[config.mk]
export PLATFORM = sky130hd
export DESIGN_NAME = bouncing_ball_step
export DESIGN_NICKNAME = d
export VERILOG_FILES = /design/src/bbs_pkg.sv /design/src/bbs_datapath.sv /design/src/bouncing_ball_step.sv
export SDC_FILE = /design/constraint.sdc
export NUM_CORES = 2
export LEC_CHECK = 0
export BUFFER_PORTS_ARGS = -buffer_cell sky130_fd_sc_hd__clkbuf_2
export CAP_MARGIN = 25
export CORE_MARGIN = 1.5
export CORE_UTILIZATION = 30
export CTS_CLUSTER_SIZE = 28
export DETAILED_ROUTE_END_ITERATION = 7
export PLACE_DENSITY = 0.42
export SLEW_MARGIN = 20
export SYNTH_ARGS = -nofsm -noshare
export SYNTH_HDL_FRONTEND = slang
export SYNTH_SLANG_ARGS = --single-unit
[constraint.sdc]
create_clock -name i_clk -period 10.3 [get_ports i_clk]
set_input_delay 1.03 -clock i_clk [delete_from_list [all_inputs] [get_ports i_clk]]
set_output_delay 1.03 -clock i_clk [all_outputs]
set_load 0.05 [all_outputs]
[src/bbs_pkg.sv]
// Shared types, constants and the control store for the bouncing ball stepper.
// Used by bbs_datapath and bouncing_ball_step; depends on nothing else.
`timescale 1ns / 1ps

package bbs_pkg;

    // ball geometry and number ranges
    localparam int          BALL_RADIUS = 10;
    localparam logic [19:0] R_POS       = 20'(BALL_RADIUS * 256);
    localparam logic [11:0] R_PIX       = 12'(BALL_RADIUS);
    localparam logic [19:0] POS_MAX     = 20'hFFFFF;
    localparam logic [23:0] VEL_MAX     = 24'h7FFFFF;
    localparam logic [23:0] VEL_MIN     = 24'h800000;

    // register reset values
    localparam logic [23:0] GRAVITY_RST     = 24'd250880;
    localparam logic [15:0] FRICTION_RST    = 16'd26214;
    localparam logic [15:0] RESTITUTION_RST = 16'd55706;
    localparam logic [11:0] WIDTH_RST       = 12'd800;
    localparam logic [11:0] HEIGHT_RST      = 12'd600;
    localparam logic [19:0] START_X_RST     = 20'd102400;
    localparam logic [19:0] START_Y_RST     = 20'd76800;
    localparam logic [16:0] START_VX_RST    = 17'd0;

    // register map, one word per register
    typedef enum logic [2:0] {
        REG_GRAVITY     = 3'd0,
        REG_FRICTION    = 3'd1,
        REG_RESTITUTION = 3'd2,
        REG_WIDTH       = 3'd3,
        REG_HEIGHT      = 3'd4,
        REG_START_X     = 3'd5,
        REG_START_Y     = 3'd6,
        REG_START_VX    = 3'd7
    } t_reg_idx;

    typedef enum logic {
        OP_TICK    = 1'b0,
        OP_RESTART = 1'b1
    } t_op;

    typedef struct packed {
        logic        op;
        logic [15:0] dt;
    } t_in_item;

    typedef struct packed {
        logic [19:0]        x_pos;
        logic [19:0]        y_pos;
        logic signed [23:0] x_vel;
        logic signed [23:0] y_vel;
        logic               hit_floor;
        logic               hit_ceiling;
        logic               hit_left;
        logic               hit_right;
    } t_out_item;

    typedef struct packed {
        logic [23:0]        gravity;
        logic [15:0]        friction_coef;
        logic [15:0]        restitution;
        logic [11:0]        frame_w;
        logic [11:0]        frame_h;
        logic [19:0]        start_x;
        logic [19:0]        start_y;
        logic signed [16:0] start_vx;
    } t_cfg;

    // sequencer states
    typedef enum logic {
        SEQ_IDLE,
        SEQ_RUN
    } t_seq_state;

    typedef logic [3:0] t_upc;

    // program entry points and jump targets
    localparam t_upc UPC_TICK    = 4'd0;
    localparam t_upc UPC_XWALL   = 4'd8;
    localparam t_upc UPC_GRAV    = 4'd10;
    localparam t_upc UPC_DONE    = 4'd11;
    localparam t_upc UPC_RESTART = 4'd12;

    // multiplier operand pairs
    typedef enum logic [2:0] {
        MUL_NONE,
        MUL_VX_DT,
        MUL_VY_DT,
        MUL_G_DT,
        MUL_NVY_R,
        MUL_NVX_R,
        MUL_THI_F,
        MUL_TLO_F
    } t_mul_sel;

    typedef enum logic [1:0] {
        POS_HOLD,
        POS_MOVE,
        POS_CLAMP,
        POS_LOAD
    } t_pos_op;

    typedef enum logic [1:0] {
        VEL_HOLD,
        VEL_BOUNCE,
        VEL_ADJUST,
        VEL_LOAD
    } t_vel_op;

    typedef enum logic [1:0] {
        ACC_HOLD,
        ACC_LOAD,
        ACC_ADD
    } t_acc_op;

    typedef enum logic [2:0] {
        JMP_NONE,
        JMP_ALWAYS,
        JMP_NO_Y_HIT,
        JMP_NO_FLOOR,
        JMP_NO_X_HIT
    } t_jmp;

    // one control word
    typedef struct packed {
        t_mul_sel mul_sel;
        t_pos_op  px_op;
        t_pos_op  py_op;
        t_vel_op  vx_op;
        t_vel_op  vy_op;
        t_acc_op  acc_op;
        logic     t_we;
        logic     clr_flags;
        logic     test_y;
        logic     test_x;
        t_jmp     jmp;
        t_upc     target;
        logic     done;
    } t_ucode;

    // datapath status seen by the sequencer
    typedef struct packed {
        logic y_hit;
        logic floor_hit;
        logic x_hit;
    } t_dp_status;

    localparam t_ucode CW_NOP = '{
        mul_sel:   MUL_NONE,
        px_op:     POS_HOLD,
        py_op:     POS_HOLD,
        vx_op:     VEL_HOLD,
        vy_op:     VEL_HOLD,
        acc_op:    ACC_HOLD,
        t_we:      1'b0,
        clr_flags: 1'b0,
        test_y:    1'b0,
        test_x:    1'b0,
        jmp:       JMP_NONE,
        target:    UPC_TICK,
        done:      1'b0
    };

    // control store
    function automatic t_ucode ucode_rom(input t_upc addr);
        t_ucode cw;
        cw = CW_NOP;
        case (addr)
            // velocity times dt for x, clear flags
            4'd0: begin
                cw.mul_sel   = MUL_VX_DT;
                cw.clr_flags = 1'b1;
            end
            4'd1: begin
                cw.px_op   = POS_MOVE;
                cw.mul_sel = MUL_VY_DT;
            end
            4'd2: begin
                cw.py_op   = POS_MOVE;
                cw.mul_sel = MUL_G_DT;
            end
            // keep gravity*dt, test floor and ceiling
            4'd3: begin
                cw.t_we    = 1'b1;
                cw.test_y  = 1'b1;
                cw.mul_sel = MUL_NVY_R;
                cw.jmp     = JMP_NO_Y_HIT;
                cw.target  = UPC_XWALL;
            end
            4'd4: begin
                cw.vy_op   = VEL_BOUNCE;
                cw.py_op   = POS_CLAMP;
                cw.mul_sel = MUL_THI_F;
                cw.jmp     = JMP_NO_FLOOR;
                cw.target  = UPC_XWALL;
            end
            // floor friction in two partial products
            4'd5: begin
                cw.acc_op  = ACC_LOAD;
                cw.mul_sel = MUL_TLO_F;
            end
            4'd6: cw.acc_op = ACC_ADD;
            4'd7: cw.vx_op  = VEL_ADJUST;
            // side walls
            4'd8: begin
                cw.test_x  = 1'b1;
                cw.mul_sel = MUL_NVX_R;
                cw.jmp     = JMP_NO_X_HIT;
                cw.target  = UPC_GRAV;
            end
            4'd9: begin
                cw.vx_op = VEL_BOUNCE;
                cw.px_op = POS_CLAMP;
            end
            4'd10: cw.vy_op = VEL_ADJUST;
            4'd11: cw.done  = 1'b1;
            4'd12: begin
                cw.px_op     = POS_LOAD;
                cw.py_op     = POS_LOAD;
                cw.vx_op     = VEL_LOAD;
                cw.vy_op     = VEL_LOAD;
                cw.clr_flags = 1'b1;
                cw.jmp       = JMP_ALWAYS;
                cw.target    = UPC_DONE;
            end
            default: begin
                cw.jmp    = JMP_ALWAYS;
                cw.target = UPC_DONE;
            end
        endcase
        return cw;
    endfunction

endpackage

[src/bbs_datapath.sv]
// Datapath of the bouncing ball stepper: ball state, one shared multiplier, bounce tests.
// Driven by control words from the sequencer; depends on bbs_pkg.
`timescale 1ns / 1ps

module bbs_datapath import bbs_pkg::*; (
    input  logic        i_clk,
    input  logic        i_rst_n,
    input  t_ucode      i_cw,
    input  t_cfg        i_cfg,
    input  logic [15:0] i_dt,
    output t_dp_status  o_status,
    output t_out_item   o_result
);

    logic [19:0]        r_px, n_px;
    logic [19:0]        r_py, n_py;
    logic signed [23:0] r_vx, n_vx;
    logic signed [23:0] r_vy, n_vy;
    logic signed [40:0] r_prod;
    logic [39:0]        r_t;
    logic [40:0]        r_acc, n_acc;
    logic               r_hf, r_hc, r_hl, r_hr;

    logic signed [24:0] mul_a;
    logic [15:0]        mul_b;
    logic signed [41:0] mul_full;
    logic signed [24:0] vx_ext, vy_ext;
    logic signed [25:0] px_sum, py_sum;
    logic signed [25:0] vx_fric, vy_grav;
    logic [20:0]        px_far_edge, py_far_edge;
    logic               floor_c, ceil_c, left_c, right_c;

    function automatic logic [19:0] sat_pos(input logic signed [25:0] v);
        logic [19:0] r;
        if (v[25])
            r = '0;
        else if (v[24:20] != 5'd0)
            r = POS_MAX;
        else
            r = v[19:0];
        return r;
    endfunction

    function automatic logic signed [23:0] sat_vel26(input logic signed [25:0] v);
        logic signed [23:0] r;
        if (!v[25] && (v[24:23] != 2'b00))
            r = VEL_MAX;
        else if (v[25] && (v[24:23] != 2'b11))
            r = VEL_MIN;
        else
            r = v[23:0];
        return r;
    endfunction

    function automatic logic signed [23:0] sat_vel25(input logic signed [24:0] v);
        logic signed [23:0] r;
        if (v[24] != v[23])
            r = v[24] ? VEL_MIN : VEL_MAX;
        else
            r = v[23:0];
        return r;
    endfunction

    // far border target, zero when the window is smaller than the ball radius
    function automatic logic [19:0] border_far(input logic [11:0] size);
        logic [19:0] r;
        if (size >= R_PIX)
            r = {size - R_PIX, 8'd0};
        else
            r = '0;
        return r;
    endfunction

    assign vx_ext = {r_vx[23], r_vx};
    assign vy_ext = {r_vy[23], r_vy};

    // shared multiplier operand select
    always_comb begin
        mul_a = '0;
        mul_b = '0;
        case (i_cw.mul_sel)
            MUL_VX_DT: begin mul_a = vx_ext;                 mul_b = i_dt; end
            MUL_VY_DT: begin mul_a = vy_ext;                 mul_b = i_dt; end
            MUL_G_DT:  begin mul_a = {1'b0, i_cfg.gravity};  mul_b = i_dt; end
            MUL_NVY_R: begin mul_a = -vy_ext;                mul_b = i_cfg.restitution; end
            MUL_NVX_R: begin mul_a = -vx_ext;                mul_b = i_cfg.restitution; end
            MUL_THI_F: begin mul_a = {1'b0, r_t[39:16]};     mul_b = i_cfg.friction_coef; end
            MUL_TLO_F: begin mul_a = {9'd0, r_t[15:0]};      mul_b = i_cfg.friction_coef; end
            default:   begin mul_a = '0;                     mul_b = '0; end
        endcase
    end

    assign mul_full = mul_a * $signed({1'b0, mul_b});

    // position moves, product scaled back by 16 bits
    assign px_sum = $signed({6'd0, r_px}) + $signed({r_prod[40], r_prod[40:16]});
    assign py_sum = $signed({6'd0, r_py}) + $signed({r_prod[40], r_prod[40:16]});

    // border tests on the moved position
    assign py_far_edge = {1'b0, r_py} + {1'b0, R_POS};
    assign px_far_edge = {1'b0, r_px} + {1'b0, R_POS};
    assign floor_c = (py_far_edge >= {1'b0, i_cfg.frame_h, 8'd0}) && !r_vy[23];
    assign ceil_c  = (r_py <= R_POS) && r_vy[23];
    assign left_c  = (r_px <= R_POS) && r_vx[23];
    assign right_c = (px_far_edge >= {1'b0, i_cfg.frame_w, 8'd0}) && !r_vx[23];

    // friction pull toward zero, and gravity added to vertical speed
    always_comb begin
        if (r_vx[23])
            vx_fric = $signed({vx_ext[24], vx_ext}) + $signed({1'b0, r_acc[40:16]});
        else if (r_vx != 24'sd0)
            vx_fric = $signed({vx_ext[24], vx_ext}) - $signed({1'b0, r_acc[40:16]});
        else
            vx_fric = $signed({vx_ext[24], vx_ext});
    end

    assign vy_grav = $signed({vy_ext[24], vy_ext}) + $signed({2'b00, r_t[39:16]});

    // next values of the ball state
    always_comb begin
        n_px = r_px;
        case (i_cw.px_op)
            POS_MOVE:  n_px = sat_pos(px_sum);
            POS_CLAMP: n_px = r_hl ? R_POS : border_far(i_cfg.frame_w);
            POS_LOAD:  n_px = i_cfg.start_x;
            default:   n_px = r_px;
        endcase

        n_py = r_py;
        case (i_cw.py_op)
            POS_MOVE:  n_py = sat_pos(py_sum);
            POS_CLAMP: n_py = r_hf ? border_far(i_cfg.frame_h) : R_POS;
            POS_LOAD:  n_py = i_cfg.start_y;
            default:   n_py = r_py;
        endcase

        n_vx = r_vx;
        case (i_cw.vx_op)
            VEL_BOUNCE: n_vx = sat_vel25(r_prod[40:16]);
            VEL_ADJUST: n_vx = sat_vel26(vx_fric);
            VEL_LOAD:   n_vx = 24'(i_cfg.start_vx);
            default:    n_vx = r_vx;
        endcase

        n_vy = r_vy;
        case (i_cw.vy_op)
            VEL_BOUNCE: n_vy = sat_vel25(r_prod[40:16]);
            VEL_ADJUST: n_vy = sat_vel26(vy_grav);
            VEL_LOAD:   n_vy = '0;
            default:    n_vy = r_vy;
        endcase

        n_acc = r_acc;
        case (i_cw.acc_op)
            ACC_LOAD: n_acc = r_prod[40:0];
            ACC_ADD:  n_acc = r_acc + {25'd0, r_prod[31:16]};
            default:  n_acc = r_acc;
        endcase
    end

    // ball state
    always_ff @(posedge i_clk) begin
        if (!i_rst_n) begin
            r_px <= '0;
            r_py <= '0;
            r_vx <= '0;
            r_vy <= '0;
        end else begin
            r_px <= n_px;
            r_py <= n_py;
            r_vx <= n_vx;
            r_vy <= n_vy;
        end
    end

    // product, gravity*dt and friction accumulator
    always_ff @(posedge i_clk) begin
        r_prod <= mul_full[40:0];
        r_acc  <= n_acc;
        if (i_cw.t_we) begin
            r_t <= r_prod[39:0];
        end
    end

    // bounce flags
    always_ff @(posedge i_clk) begin
        if (i_cw.clr_flags) begin
            r_hf <= 1'b0;
            r_hc <= 1'b0;
            r_hl <= 1'b0;
            r_hr <= 1'b0;
        end else begin
            if (i_cw.test_y) begin
                r_hf <= floor_c;
                r_hc <= !floor_c && ceil_c;
            end
            if (i_cw.test_x) begin
                r_hl <= left_c;
                r_hr <= !left_c && right_c;
            end
        end
    end

    assign o_status.y_hit     = floor_c || ceil_c;
    assign o_status.floor_hit = r_hf;
    assign o_status.x_hit     = left_c || right_c;

    assign o_result.x_pos       = r_px;
    assign o_result.y_pos       = r_py;
    assign o_result.x_vel       = r_vx;
    assign o_result.y_vel       = r_vy;
    assign o_result.hit_floor   = r_hf;
    assign o_result.hit_ceiling = r_hc;
    assign o_result.hit_left    = r_hl;
    assign o_result.hit_right   = r_hr;

endmodule

[src/bouncing_ball_step.sv]
// Bouncing ball stepper: each tick or restart item is run to a result by a microcode sequencer.
// One item at a time; a tick runs its control words through the shared 25x17 multiplier
// and a result step, bounces taking the longer paths.
// The result sits in an output register, so the next item is taken while it waits.
// Synchronous active-low reset zeroes the ball state and loads register defaults.
// Top level: register port, microcode sequencer, output stage; uses bbs_pkg, bbs_datapath.
`timescale 1ns / 1ps

module bouncing_ball_step import bbs_pkg::*; (
    input  logic        i_clk,
    input  logic        i_rst_n,
    // input channel
    input  logic        i_in_valid,
    output logic        o_in_stall,
    input  t_in_item    i_in_item,
    // result channel
    output logic        o_out_valid,
    input  logic        i_out_stall,
    output t_out_item   o_out_item,
    // register port
    input  logic        psel,
    input  logic        penable,
    input  logic        pwrite,
    input  logic [4:0]  paddr,
    input  logic [31:0] pwdata,
    output logic [31:0] prdata,
    output logic        pready
);

    t_cfg       r_cfg;
    t_seq_state r_state, n_state;
    t_upc       r_upc, n_upc;
    logic [15:0] r_dt;
    logic       r_out_valid;
    t_out_item  r_out_item;

    t_ucode     rom_cw;
    t_ucode     dp_cw;
    t_dp_status dp_status;
    t_out_item  dp_result;
    logic       in_xfer;
    logic       can_out;
    logic       out_load;
    logic       jump_taken;
    logic       cfg_write;
    t_reg_idx   reg_idx;

    assign pready    = 1'b1;
    assign reg_idx   = t_reg_idx'(paddr[4:2]);
    assign cfg_write = psel && penable && pwrite && pready;

    // configuration registers
    always_ff @(posedge i_clk) begin
        if (!i_rst_n) begin
            r_cfg.gravity       <= GRAVITY_RST;
            r_cfg.friction_coef <= FRICTION_RST;
            r_cfg.restitution   <= RESTITUTION_RST;
            r_cfg.frame_w       <= WIDTH_RST;
            r_cfg.frame_h       <= HEIGHT_RST;
            r_cfg.start_x       <= START_X_RST;
            r_cfg.start_y       <= START_Y_RST;
            r_cfg.start_vx      <= START_VX_RST;
        end else if (cfg_write) begin
            unique case (reg_idx)
                REG_GRAVITY:     r_cfg.gravity       <= pwdata[23:0];
                REG_FRICTION:    r_cfg.friction_coef <= pwdata[15:0];
                REG_RESTITUTION: r_cfg.restitution   <= pwdata[15:0];
                REG_WIDTH:       r_cfg.frame_w       <= pwdata[11:0];
                REG_HEIGHT:      r_cfg.frame_h       <= pwdata[11:0];
                REG_START_X:     r_cfg.start_x       <= pwdata[19:0];
                REG_START_Y:     r_cfg.start_y       <= pwdata[19:0];
                REG_START_VX:    r_cfg.start_vx      <= pwdata[16:0];
                default:         r_cfg.gravity       <= r_cfg.gravity;
            endcase
        end
    end

    // register read-back
    always_comb begin
        unique case (reg_idx)
            REG_GRAVITY:     prdata = {8'd0, r_cfg.gravity};
            REG_FRICTION:    prdata = {16'd0, r_cfg.friction_coef};
            REG_RESTITUTION: prdata = {16'd0, r_cfg.restitution};
            REG_WIDTH:       prdata = {20'd0, r_cfg.frame_w};
            REG_HEIGHT:      prdata = {20'd0, r_cfg.frame_h};
            REG_START_X:     prdata = {12'd0, r_cfg.start_x};
            REG_START_Y:     prdata = {12'd0, r_cfg.start_y};
            REG_START_VX:    prdata = 32'(r_cfg.start_vx);
            default:         prdata = '0;
        endcase
    end

    assign rom_cw  = ucode_rom(r_upc);
    assign in_xfer = i_in_valid && !o_in_stall;
    assign can_out = !r_out_valid || !i_out_stall;

    // conditional jump decision
    always_comb begin
        case (rom_cw.jmp)
            JMP_ALWAYS:   jump_taken = 1'b1;
            JMP_NO_Y_HIT: jump_taken = !dp_status.y_hit;
            JMP_NO_FLOOR: jump_taken = !dp_status.floor_hit;
            JMP_NO_X_HIT: jump_taken = !dp_status.x_hit;
            default:      jump_taken = 1'b0;
        endcase
    end

    // sequencer next state
    always_comb begin
        n_state = r_state;
        unique case (r_state)
            SEQ_IDLE: if (in_xfer) n_state = SEQ_RUN;
            SEQ_RUN:  if (rom_cw.done && can_out) n_state = SEQ_IDLE;
            default:  n_state = SEQ_IDLE;
        endcase
    end

    // sequencer outputs and step counter
    always_comb begin
        o_in_stall = 1'b1;
        dp_cw      = CW_NOP;
        out_load   = 1'b0;
        n_upc      = r_upc;
        unique case (r_state)
            SEQ_IDLE: begin
                o_in_stall = 1'b0;
                if (i_in_valid) begin
                    n_upc = (i_in_item.op == OP_RESTART) ? UPC_RESTART : UPC_TICK;
                end
            end
            SEQ_RUN: begin
                dp_cw    = rom_cw;
                out_load = rom_cw.done && can_out;
                if (!rom_cw.done) begin
                    n_upc = jump_taken ? rom_cw.target : r_upc + 4'd1;
                end
            end
            default: begin
                o_in_stall = 1'b1;
            end
        endcase
    end

    always_ff @(posedge i_clk) begin
        if (!i_rst_n) begin
            r_state <= SEQ_IDLE;
            r_upc   <= UPC_TICK;
        end else begin
            r_state <= n_state;
            r_upc   <= n_upc;
        end
    end

    // step time held for the whole tick
    always_ff @(posedge i_clk) begin
        if (in_xfer) begin
            r_dt <= i_in_item.dt;
        end
    end

    bbs_datapath u_datapath (
        .i_clk    (i_clk),
        .i_rst_n  (i_rst_n),
        .i_cw     (dp_cw),
        .i_cfg    (r_cfg),
        .i_dt     (r_dt),
        .o_status (dp_status),
        .o_result (dp_result)
    );

    // output register
    always_ff @(posedge i_clk) begin
        if (!i_rst_n) begin
            r_out_valid <= 1'b0;
        end else if (out_load) begin
            r_out_valid <= 1'b1;
        end else if (!i_out_stall) begin
            r_out_valid <= 1'b0;
        end
    end

    always_ff @(posedge i_clk) begin
        if (out_load) begin
            r_out_item <= dp_result;
        end
    end

    assign o_out_valid = r_out_valid;
    assign o_out_item  = r_out_item;

endmodule
==> flow_summary.yaml <==
setup_path:
  max_stage_delay_ns: 0.57
  timing_worst_setup_path_type: "flop to flop"
  regToRegSetupSlack_ns: 0.48
  crit_start: "r_upc[0]"
  crit_required_ns: 10.86
  worst_r2r_path_depth: 36
  worst-endpoint-arrival_ns: 10.37
  timing.rr.start: "r_upc[0]"
  critical_path.slowest_cell: "sky130_fd_sc_hd__or3_1"
  setup.worst_path.end: "u_datapath.r_prod[40]"
  worstSetupEndpointType: "flop"
  cpMostUsedCell: "sky130_fd_sc_hd__buf_4"
  setup.worst_path.start_class: "flop"
  worst-path-max-fanout: 16
  reg2reg_to: "u_datapath.r_prod[40]"
clocking:
  clk_path_buf_depth: 3
  htree_levels: 2
  cts_root_buf: "sky130_fd_sc_hd__clkbuf_16"
  cts_sinks: 465
  clk-insertion-delay-late_ns: 0.69
  cts_tree: "built"
  clock_buffers_created_by_tritoncts: 55
  cts_hold_buffers: 0
  worst_setup_hold_path_clk_slew_ns: 0.07
grt:
  gr-usage-all-layers: 0.238
  gr-usage-met2: 0.376
  grt_overflow_total: 0
  global_route.usage.met3: 0.0267
  grt_util_met1: 0.338
  global_route_wire_length_before_repair_um: 257000
  top_usage_layer: "met2"
  largest_net_degree_at_the_start_of_global_routing: 68
  first_global_vias: 36500
  antenna_violations_before_repair: 10
power:
  p_per_area_nw_per_um2: 151
  worst_ir_drop_vdd_uv: 114
  power_leakage_nw: 21.5
sta:
  worstMarginPinSlew_ns: 1.06
  timing.clock.skew_ns: 0.0691
  min_period_over_period: 0.953
  fmax_ghz: 0.102
  hold_ws_ns: 0.442
  slew_violations: 0
  slew-limit-headroom: 0.291
  min_period_ns: 9.82
  setup_viol: 0
  timing.final.hold_violations: 0
routing:
  drt-initial-drc-count: 3095
  drc: 0
  drt.antenna.violating_nets: 0
  route.vias.total: 37500
  drt_wl_total_um: 177000
  vias_per_cell: 5.25
  wl_per_cell_um: 24.8
  drt_first_pass_iters: 5
status:
  run_status: "finished clean"
logic_synthesis:
  ys_ff_latch: 465
  dominantRegCellSynth: "sky130_fd_sc_hd__dfxtp_1"
  synth_async_sr_flop_share: 0
  ys_types: 102
  synth_cells: 5040
  synth-edff-count: 189
  synth_area_um2: 43200
  yosys_warnings: 0
  post_synth.cell_area_avg_um2: 8.57
  synthesized_netlist_net_count: 5762
  synth.yosys.seq_area_share: 0.259
layout:
  area_growth_syn_to_layout_pct: 13.2
  finalNonFillerCells: 7145
  finalInstanceArea_um2: 48900
  layout-drive-gt1-share: 0.108
  design.final.nets: 5917
  antennaDiodeCount: 0
  utilization: 0.341
job:
  maxCapViolations: 0
placement:
  place.gp.congestion: 0.894
  dp_hpwl_um: 138000
  numPlacedInstances: 7034
  placed_standard_cell_area_um2: 46900
  io_buffers: 176
die:
  die_width_um: 382
  die_height_um: 382
  die-area_um2: 146000
  io-pin-count: 188
  initial_utilization: 0.301
  row_count: 139
  core-area_um2: 143000
hold_path:
  worst_min_delay_path_class: "flop to flop"
## cell usage after synthesis (all sizes together), types with 7 or more instances
library cell	instances	area share
o21bai	15	0.0026
xnor2	160	0.032
a2111oi	13	0.0034
dfxtp	276	0.13
inv	597	0.052
o41ai	9	0.0018
and2	44	0.0064
and3	19	0.0028
a31oi	75	0.011
nor3	71	0.0085
o221ai	12	0.0026
nand2	715	0.062
o21ai	270	0.032
or3	34	0.0050
nand4	23	0.0033
mux2i	51	0.012
a22o	10	0.0020
o211ai	29	0.0052
nand3	110	0.013
a21o	80	0.014
o22ai	21	0.0032
o21a	37	0.0064
o31ai	21	0.0039
a21boi	12	0.0021
or4	13	0.0024
mux2	21	0.0055
o2111ai	7	0.0014
nor2b	71	0.010
nor2	352	0.031
a221o	8	0.0019
o211a	10	0.0023
a211oi	27	0.0050
edfxtp	189	0.13
xor2	55	0.011
a22oi	27	0.0047
buf	46	0.0065
a21oi	381	0.045
clkbuf	209	0.019
a221oi	49	0.010
or2	22	0.0032
nor4	33	0.0051
fa	392	0.18
ha	269	0.078
a211o	17	0.0034
nand2b	43	0.0062
## report_power, final
group	total (mW)	leakage, nW	internal (mW)	switching [mW]
Clock	2.14	0.932	1.23	0.914
Sequential	2.19	3.99	2.03	0.161
Combinational	3.07	16.6	0.989	2.08
Total	7.40	21.5	4.25	3.15
## per-stage QoR
stage,TNS (ns),total power [mW],setup slack (ns)
6_report,0,7.40,0.483
5_1_grt,-0.00257,7.77,-0.00257
4_1_cts,0,7.41,0.00431
3_5_place_dp,0,5.24,0.0740
3_3_place_gp,0,5.24,0.0806
2_1_floorplan,0,4.02,1.70
## state kept, by name, summed over array words and instances, names as in the netlist, 4 cells and up
name	cells
r_cfg	137
o_out_item	92
u_datapath.r_acc	41
u_datapath.r_prod	41
u_datapath.r_t	40
u_datapath.r_vx	24
u_datapath.r_vy	24
u_datapath.r_px	20
u_datapath.r_py	20
r_dt	16
r_upc	4
## layer usage
metal	wire, µm	up-vias
met4	5560	2
met3	10000	177
met2	79700	1148
li1	-	17400
met5	13	-
met1	82200	18700
## how the worst min path moves through the flow
stage / from / to / slack, ns / cells after the start
final: u_datapath.r_prod[3] / u_datapath.r_t[3] / 0.44 / 0
after global routing: u_datapath.r_prod[3] / u_datapath.r_t[3] / 0.45 / 0
after CTS: u_datapath.r_prod[0] / u_datapath.r_t[0] / 0.44 / 0
after detailed placement: u_datapath.r_prod[0] / u_datapath.r_t[0] / 0.43 / 0
after global placement: u_datapath.r_prod[0] / u_datapath.r_t[0] / 0.43 / 0
after floorplan: u_datapath.r_prod[0] / u_datapath.r_t[0] / 0.40 / 0
## cells in the final DEF (no fill, tap or decap), types with 160 or more instances in the layout
cell type / count
sky130_fd_sc_hd__edfxtp_1: 189
sky130_fd_sc_hd__inv_1: 594
sky130_fd_sc_hd__clkbuf_2: 175
sky130_fd_sc_hd__nor2_1: 346
sky130_fd_sc_hd__buf_4: 170
sky130_fd_sc_hd__a21oi_1: 376
sky130_fd_sc_hd__nand2_1: 715
sky130_fd_sc_hd__fa_1: 392
sky130_fd_sc_hd__o21ai_0: 253
sky130_fd_sc_hd__dfxtp_1: 276
sky130_fd_sc_hd__xnor2_1: 160
sky130_fd_sc_hd__ha_1: 267
## worst max-delay path, delay by kind of cell (launching register included)
| family | cells | cell delay (ns) |
|---|---|---|
| adders and majority gates | 8 | 3.85 |
| AOI/OAI and AO/OA | 10 | 1.95 |
| buffers and inverters | 11 | 1.68 |
| and+or+nand+nor | 6 | 1.67 |
| DFF | 1 | 0.35 |
| xor gates and xnor gates | 1 | 0.12 |
## what timing repair did
| action | CTS | global route |
|---|---|---|
| endpoints found under the setup margin | 0 | 5 |
| setup buffers | 0 | 3 |
| resized for setup | 0 | 5 |
## logic make-up (layout without fill, tap and decap cells)
| family | count (synthesis) | after routing | synth area share |
|---|---|---|---|
| and+or+nand+nor | 1575 | 1575 | 0.164 |
| AOI/OAI and AO/OA | 1188 | 1188 | 0.176 |
| buffers and inverters | 857 | 1059 | 0.0774 |
| adders and majority gates | 661 | 661 | 0.260 |
| DFF | 465 | 465 | 0.259 |
| xor gates and xnor gates | 215 | 215 | 0.0436 |
| muxes | 78 | 78 | 0.0204 |
| other | 1 | 1 | 0.0000868 |
## final cells by class
| type | count | area, µm² |
|---|---|---|
| Inverter | 602 | 2260 |
| Sequential cell | 465 | 11200 |
| Clock inverter | 32 | 403 |
| Fill cell | 15200 | 94400 |
| Tap cell | 1903 | 2380 |
| Clock buffer | 72 | 1530 |
| Multi-Input combinational cell | 3718 | 28800 |
| Timing Repair Buffer | 353 | 2270 |
Power figures use the tool's default switching activity.
